**config.mk**
```make
export PLATFORM = sky130hd
export DESIGN_NAME = nfua_search
export DESIGN_NICKNAME = d
export VERILOG_FILES = /design/src/rtl/nfua_pkg.sv /design/src/rtl/nfua_search.sv
export SDC_FILE = /design/constraint.sdc
export NUM_CORES = 2
export LEC_CHECK = 0
export BUFFER_PORTS_ARGS = -buffer_cell sky130_fd_sc_hd__buf_2
export CAP_MARGIN = 0
export CORE_MARGIN = 5
export CORE_UTILIZATION = 45
export DETAILED_ROUTE_END_ITERATION = 8
export GPL_ROUTABILITY_DRIVEN = 1
export PLACE_DENSITY_LB_ADDON = 0.15
export SYNTH_ARGS = -nofsm -noshare
export SYNTH_HDL_FRONTEND = slang
export SYNTH_SLANG_ARGS = --single-unit
```
**constraint.sdc**
```tcl
create_clock -name aclk -period 21 [get_ports aclk]
set_input_delay 3.15 -clock aclk [delete_from_list [all_inputs] [get_ports aclk]]
set_output_delay 3.15 -clock aclk [all_outputs]
set_load 0.05 [all_outputs]
```
**src/rtl/nfua_pkg.sv**
```systemverilog
// Types and constants shared by the nearest free unit allocator modules.
package nfua_pkg;

    localparam int IDENT_W = 16;
    localparam int CLASS_W = 3;
    localparam int LAT_W   = 28;
    localparam int LON_W   = 29;
    localparam int JOB_W   = 24;
    localparam int KIND_W  = 3;
    localparam int STAT_W  = 3;
    localparam int SLOT_W  = 6;
    localparam int BATCH_W = 7;
    localparam int SQLAT_W = 2 * LAT_W;
    localparam int SQLON_W = 2 * LON_W;
    localparam int DIST_W  = SQLON_W + 1;
    localparam int S_DATA_W = 104;
    localparam int M_DATA_W = 32;

    localparam logic [BATCH_W-1:0] BATCH_MAX = 7'd127;

    typedef enum logic [KIND_W-1:0] {
        KIND_REGISTER = 3'd0,
        KIND_DISPATCH = 3'd1,
        KIND_RELEASE  = 3'd2,
        KIND_FIND     = 3'd3,
        KIND_ALLOCATE = 3'd4
    } kind_t;

    typedef enum logic [STAT_W-1:0] {
        STAT_OK        = 3'd0,
        STAT_FULL      = 3'd1,
        STAT_NOT_FOUND = 3'd2,
        STAT_BUSY      = 3'd3,
        STAT_NO_MATCH  = 3'd4
    } status_t;

    typedef enum logic [1:0] {
        ST_IDLE,
        ST_SCAN,
        ST_FETCH,
        ST_FINISH
    } state_t;

    typedef struct packed {
        logic [JOB_W-1:0]          job;
        logic                      free;
        logic signed [LON_W-1:0]   lon;
        logic signed [LAT_W-1:0]   lat;
        logic [CLASS_W-1:0]        unit_class;
        logic [IDENT_W-1:0]        ident;
    } entry_t;

    typedef struct packed {
        logic done;
        logic found;
    } srch_stat_t;

endpackage

```
**src/rtl/nfua_search.sv**
```systemverilog
// Table walk with squared-distance pipeline and running best-slot tracking.
module nfua_search #(
    parameter int UNITS = 64
) (
    input  logic                                aclk,
    input  logic                                aresetn,
    input  logic                                start,
    input  logic [$clog2(UNITS+1)-1:0]          fill,
    input  logic                                by_ident,
    input  logic [nfua_pkg::IDENT_W-1:0]        q_ident,
    input  logic [nfua_pkg::CLASS_W-1:0]        q_class,
    input  logic signed [nfua_pkg::LAT_W-1:0]   q_lat,
    input  logic signed [nfua_pkg::LON_W-1:0]   q_lon,
    output logic                                rd_en,
    output logic [$clog2(UNITS)-1:0]            rd_addr,
    input  nfua_pkg::entry_t                    rd_data,
    output nfua_pkg::srch_stat_t                stat,
    output logic [$clog2(UNITS)-1:0]            best_slot
);

    localparam int AW = $clog2(UNITS);
    localparam int CW = $clog2(UNITS + 1);

    logic                           running_reg;
    logic [CW-1:0]                  cnt_reg;
    logic                           p0_valid_reg;
    logic [AW-1:0]                  p0_slot_reg;
    logic                           s1_valid_reg, s1_cand_reg;
    logic [AW-1:0]                  s1_slot_reg;
    logic [nfua_pkg::LAT_W-1:0]     s1_dlat_reg;
    logic [nfua_pkg::LON_W-1:0]     s1_dlon_reg;
    logic                           s2_valid_reg, s2_cand_reg;
    logic [AW-1:0]                  s2_slot_reg;
    logic [nfua_pkg::SQLAT_W-1:0]   s2_sqlat_reg;
    logic [nfua_pkg::SQLON_W-1:0]   s2_sqlon_reg;
    logic                           s3_valid_reg, s3_cand_reg;
    logic [AW-1:0]                  s3_slot_reg;
    logic [nfua_pkg::DIST_W-1:0]    s3_dist_reg;
    logic                           found_reg;
    logic [AW-1:0]                  best_slot_reg;
    logic [nfua_pkg::DIST_W-1:0]    lead_sqd_reg;

    logic                           issue;
    logic                           done;
    logic                           cand;
    logic [nfua_pkg::LAT_W:0]       lat_diff;
    logic [nfua_pkg::LON_W:0]       lon_diff;
    logic [nfua_pkg::LAT_W:0]       lat_abs;
    logic [nfua_pkg::LON_W:0]       lon_abs;
    logic [nfua_pkg::SQLAT_W-1:0]   sq_lat;
    logic [nfua_pkg::SQLON_W-1:0]   sq_lon;
    logic [nfua_pkg::DIST_W-1:0]    dist_sum;
    logic                           take;

    assign issue   = running_reg && (cnt_reg < fill);
    assign done    = running_reg && !issue && !p0_valid_reg && !s1_valid_reg
                     && !s2_valid_reg && !s3_valid_reg;
    assign rd_en   = issue;
    assign rd_addr = cnt_reg[AW-1:0];

    // stage 1: match test and absolute coordinate differences
    assign cand = by_ident ? (rd_data.ident == q_ident)
                           : (rd_data.unit_class == q_class) && rd_data.free;
    assign lat_diff = {rd_data.lat[nfua_pkg::LAT_W-1], rd_data.lat}
                    - {q_lat[nfua_pkg::LAT_W-1], q_lat};
    assign lon_diff = {rd_data.lon[nfua_pkg::LON_W-1], rd_data.lon}
                    - {q_lon[nfua_pkg::LON_W-1], q_lon};
    assign lat_abs = lat_diff[nfua_pkg::LAT_W] ? (~lat_diff + 1'b1) : lat_diff;
    assign lon_abs = lon_diff[nfua_pkg::LON_W] ? (~lon_diff + 1'b1) : lon_diff;

    // stage 2: squares, stage 3: sum (identifier lookup ranks every match equal)
    assign sq_lat   = s1_dlat_reg * s1_dlat_reg;
    assign sq_lon   = s1_dlon_reg * s1_dlon_reg;
    assign dist_sum = by_ident ? '0
                    : nfua_pkg::DIST_W'(s2_sqlat_reg) + nfua_pkg::DIST_W'(s2_sqlon_reg);

    // stage 4: strict less-than keeps the lowest slot on ties
    assign take = s3_valid_reg && s3_cand_reg && (!found_reg || s3_dist_reg < lead_sqd_reg);

    always_ff @(posedge aclk) begin
        if (!aresetn) begin
            running_reg  <= 1'b0;
            cnt_reg      <= '0;
            p0_valid_reg <= 1'b0;
            s1_valid_reg <= 1'b0;
            s2_valid_reg <= 1'b0;
            s3_valid_reg <= 1'b0;
            found_reg    <= 1'b0;
        end else begin
            p0_valid_reg <= issue;
            s1_valid_reg <= p0_valid_reg;
            s2_valid_reg <= s1_valid_reg;
            s3_valid_reg <= s2_valid_reg;
            if (start) begin
                running_reg <= 1'b1;
                cnt_reg     <= '0;
                found_reg   <= 1'b0;
            end else begin
                if (issue) begin
                    cnt_reg <= cnt_reg + 1'b1;
                end
                if (done) begin
                    running_reg <= 1'b0;
                end
                if (take) begin
                    found_reg <= 1'b1;
                end
            end
        end
    end

    always_ff @(posedge aclk) begin
        p0_slot_reg  <= rd_addr;
        s1_cand_reg  <= cand;
        s1_slot_reg  <= p0_slot_reg;
        s1_dlat_reg  <= lat_abs[nfua_pkg::LAT_W-1:0];
        s1_dlon_reg  <= lon_abs[nfua_pkg::LON_W-1:0];
        s2_cand_reg  <= s1_cand_reg;
        s2_slot_reg  <= s1_slot_reg;
        s2_sqlat_reg <= sq_lat;
        s2_sqlon_reg <= sq_lon;
        s3_cand_reg  <= s2_cand_reg;
        s3_slot_reg  <= s2_slot_reg;
        s3_dist_reg  <= dist_sum;
        if (take) begin
            best_slot_reg <= s3_slot_reg;
            lead_sqd_reg  <= s3_dist_reg;
        end
    end

    assign stat.done  = done;
    assign stat.found = found_reg;
    assign best_slot  = best_slot_reg;

endmodule

```
==> results by group <==
Outcome
  – Status: completed

Clock network
  – Latest clock arrival within the worst-skew pair: 0.60 ns
  – CTS Hold Buffers Added: 0
  – Clock root buffer: clkbuf_16
  – CTS tree: built
  – Clock Tree Buf Depth: 3
  – Clock buffer count from CTS: 39
  – Clk slew on worst S/H paths: 0.06 ns
  – # H-tree levels: 2
  – PostCTS Resize Cnt: 0
  – # clock sinks: around 330
  – Postcts setup bufs: 0

Timing
  – RSZ-0062 raised after global routing: false
  – Tmin final: 9.61 ns
  – Hold Slack: 0.326 ns
  – Post-Route Skew: 0.0350 ns
  – Final Cycle Share: 45.7%
  – Final Hold Viols: 0
  – F_max: 0.104 GHz
  – TNS Setup: 0 ns
  – Worst Tran Pin Value: 1.08 ns
  – Final setup margin: approximately 11 ns
  – Max-slew headroom: 26.2%
  – Final setup viols: 0
  – Slew Limit Fails: 0

Worst setup path
  – Crit path kind: register to register
  – FF-to-FF path depth: 27
  – Worst-path fanout max: 16
  – R2R Path End: s2_sqlon_reg[43]
  – Required @ worst endpoint: between 20 and 25 ns
  – Setup crit end kind: register
  – Reg2Reg Setup Slack: 11.39 ns
  – Reg2reg start: s1_dlon_reg[4]
  – CP Data Arrival Time: 10.13 ns
  – Startpoint Class: register

Synth
  – Largest area contributor in the netlist: fa_1
  – Syn_nets: approximately 8900
  – Most frequent cells after synthesis: 1836 x inv_1, 1253 x fa_1, 649 x ha_1
  – Synth warn: 0
  – Top cell type's share of synthesized area: 39.9%
  – Ys async rst share: 0%
  – Number of synthesized register bits: 333
  – Top cells by area, synth: fa_1 40%, ha_1 13%, inv_1 11%, dfxtp_1 8.5%, nand2_1 3.4%
  – Netlist Area Pre-Place: approximately 63000 um2
  – Count leader, synth: inv_1
  – Seq/Total Area, Yosys: 11.6%
  – Mean Syn Cell Area: 9.26 um2
  – Main flop type after synthesis: dfxtp_1
  – Post-synth EDFFs: 65
  – Synthesized netlist cell count: 6800
  – Netlist cell types: 90

Route
  – Initial drt markers: between 1500 and 2000
  – First-pass DRT Iterations: 7
  – Number of vias per cell: 4.98
  – Via count: roughly 44000
  – DRC: 0
  – Final wirelength: 146 mm
  – Antenna viol nets, final: 0
  – WL per Instance: about 17 um

Die
  – Core Region: between 100000 and 150000 um2
  – Cell Rows: 137
  – Die Span X: 384 um
  – Die Y: 384 um
  – Top Ports: 203
  – Initial core utilization: 45.2%
  – Die area: 147000 um2

Cells and area
  – Nets: 8966
  – Share of layout cells above drive strength 1: 5.14%
  – Synth-to-Final Area Change: 6.77%
  – Final core occ: 48.3%

Placed design
  – Final HPWL DP: around 120 mm
  – GP Congestion: 0.839
  – Port buffer count: 178
  – Setup WS pre-CTS: about 12 ns

GRT
  – Total track usage: 20.6%
  – Largest net degree at the start of global routing: 63
  – Number of global-route vias before repair: between 40000 and 50000
  – Antenna violations before repair: 0
  – First-pass GRT wire length: roughly 240 mm
  – GRT overflow: 0

Min path
  – Path type of the worst min-delay path: register to register
  – Worst Hold Path EP: s3_slot_reg[1]
  – Hold Path Depth: 0
  – Hold_sp: s2_slot_reg[1]

Flow run
  – Max cap viols: 0
## cell families after synthesis
| family | count (synthesis) | synth area share, % |
|---|---|---|
| flip-flops | 333 | 11.6 |
| XOR/XNOR | 296 | 4.12 |
| AND/OR/NAND/NOR | 1473 | 11.3 |
| AO/OA/AOI/OAI | 740 | 7.71 |
| buffers and inverters | 2044 | 12.2 |
| adder cells (fa/ha/maj) | 1902 | 52.8 |
| multiplexers | 12 | 0.201 |
## placed cells by master (no fill, tap or decap), types with 18 or more instances in the layout
master,count
inv_1,1836
fa_1,1253
a21oi_1,221
nor2_1,242
edfxtp_1,65
ha_1,649
buf_4,59
a21o_1,130
and3_1,40
xnor2_1,203
nand2b_1,31
o21bai_1,29
clkbuf_16,40
nand4_1,56
nor2b_1,47
buf_2,178
xor2_1,93
nand2_1,574
o21a_1,27
a211oi_1,27
dfxtp_1,261
a31oi_1,24
and2_1,301
nand3_1,61
or3_1,18
o21ai_0,125
nor3_1,50
## area by class of cell
| class | instances | area (um2) |
|---|---|---|
| inverter | 1842 | 6910 |
| antenna | 1 | 2.50 |
| multi-input combinational | 4423 | 47900 |
| tap | 1876 | 2350 |
| clock inverter | 19 | 265 |
| fill | 13500 | 72000 |
| sequential | 333 | 7330 |
| clock buffer | 53 | 1080 |
| timing repair buffer | 237 | 1330 |
## per-layer routing
layer	vias up	share of wire, %	GRT usage [%]
met5	-	0	0
met4	0	2.2	4.57
met3	186	5.1	2.63
met2	866	49	35.6
met1	21900	44	27.6
li1	20800	-	-
## per-stage QoR
step | instance area, um2 | instances
2_1_floorplan | 62900 | 6800
3_3_place_gp | 65800 | 8711
3_5_place_dp | 65800 | 8711
4_1_cts | 67200 | 8783
5_1_grt | 67200 | 8783
6_report | 67200 | 8784
## critical path, stage by stage, from the launching register on
cell	delay (ns)
dfxtp_1	0.77
buf_4	0.36
clkinv_1	0.44
nor2_1	0.46
fa_1	0.51
fa_1	0.44
fa_1	0.55
inv_1	0.05
fa_1	0.38
inv_1	0.06
ha_1	0.23
ha_1	0.20
fa_1	0.51
inv_1	0.06
fa_1	0.49
inv_1	0.04
ha_1	0.35
a2111oi_0	0.60
o21ai_0	0.27
a41oi_1	0.46
a21boi_1	0.16
o31a_1	0.35
a211oi_1	0.50
o21ai_1	0.25
a221oi_1	0.59
o21ai_1	0.12
a21oi_1	0.19
xnor2_1	0.13
## worst max path at each step
stage | to | slack [ns] | start | cells past startpoint
5_1_grt | s2_sqlon_reg[43] | 11.05 | s1_dlon_reg[4] | 27
3_5_place_dp | s2_sqlon_reg[43] | 11.60 | s1_dlon_reg[4] | 27
4_1_cts | s2_sqlon_reg[43] | 11.55 | s1_dlon_reg[4] | 27
2_1_floorplan | rd_en | 11.99 | fill[1] | 8
6_report | s2_sqlon_reg[43] | 11.39 | s1_dlon_reg[4] | 27
3_3_place_gp | s2_sqlon_reg[43] | 11.69 | s1_dlon_reg[4] | 27
Power is left out: the tool's default activity adds up to more than one toggle a clock period on the data nets, which glitch-free logic cannot reach.
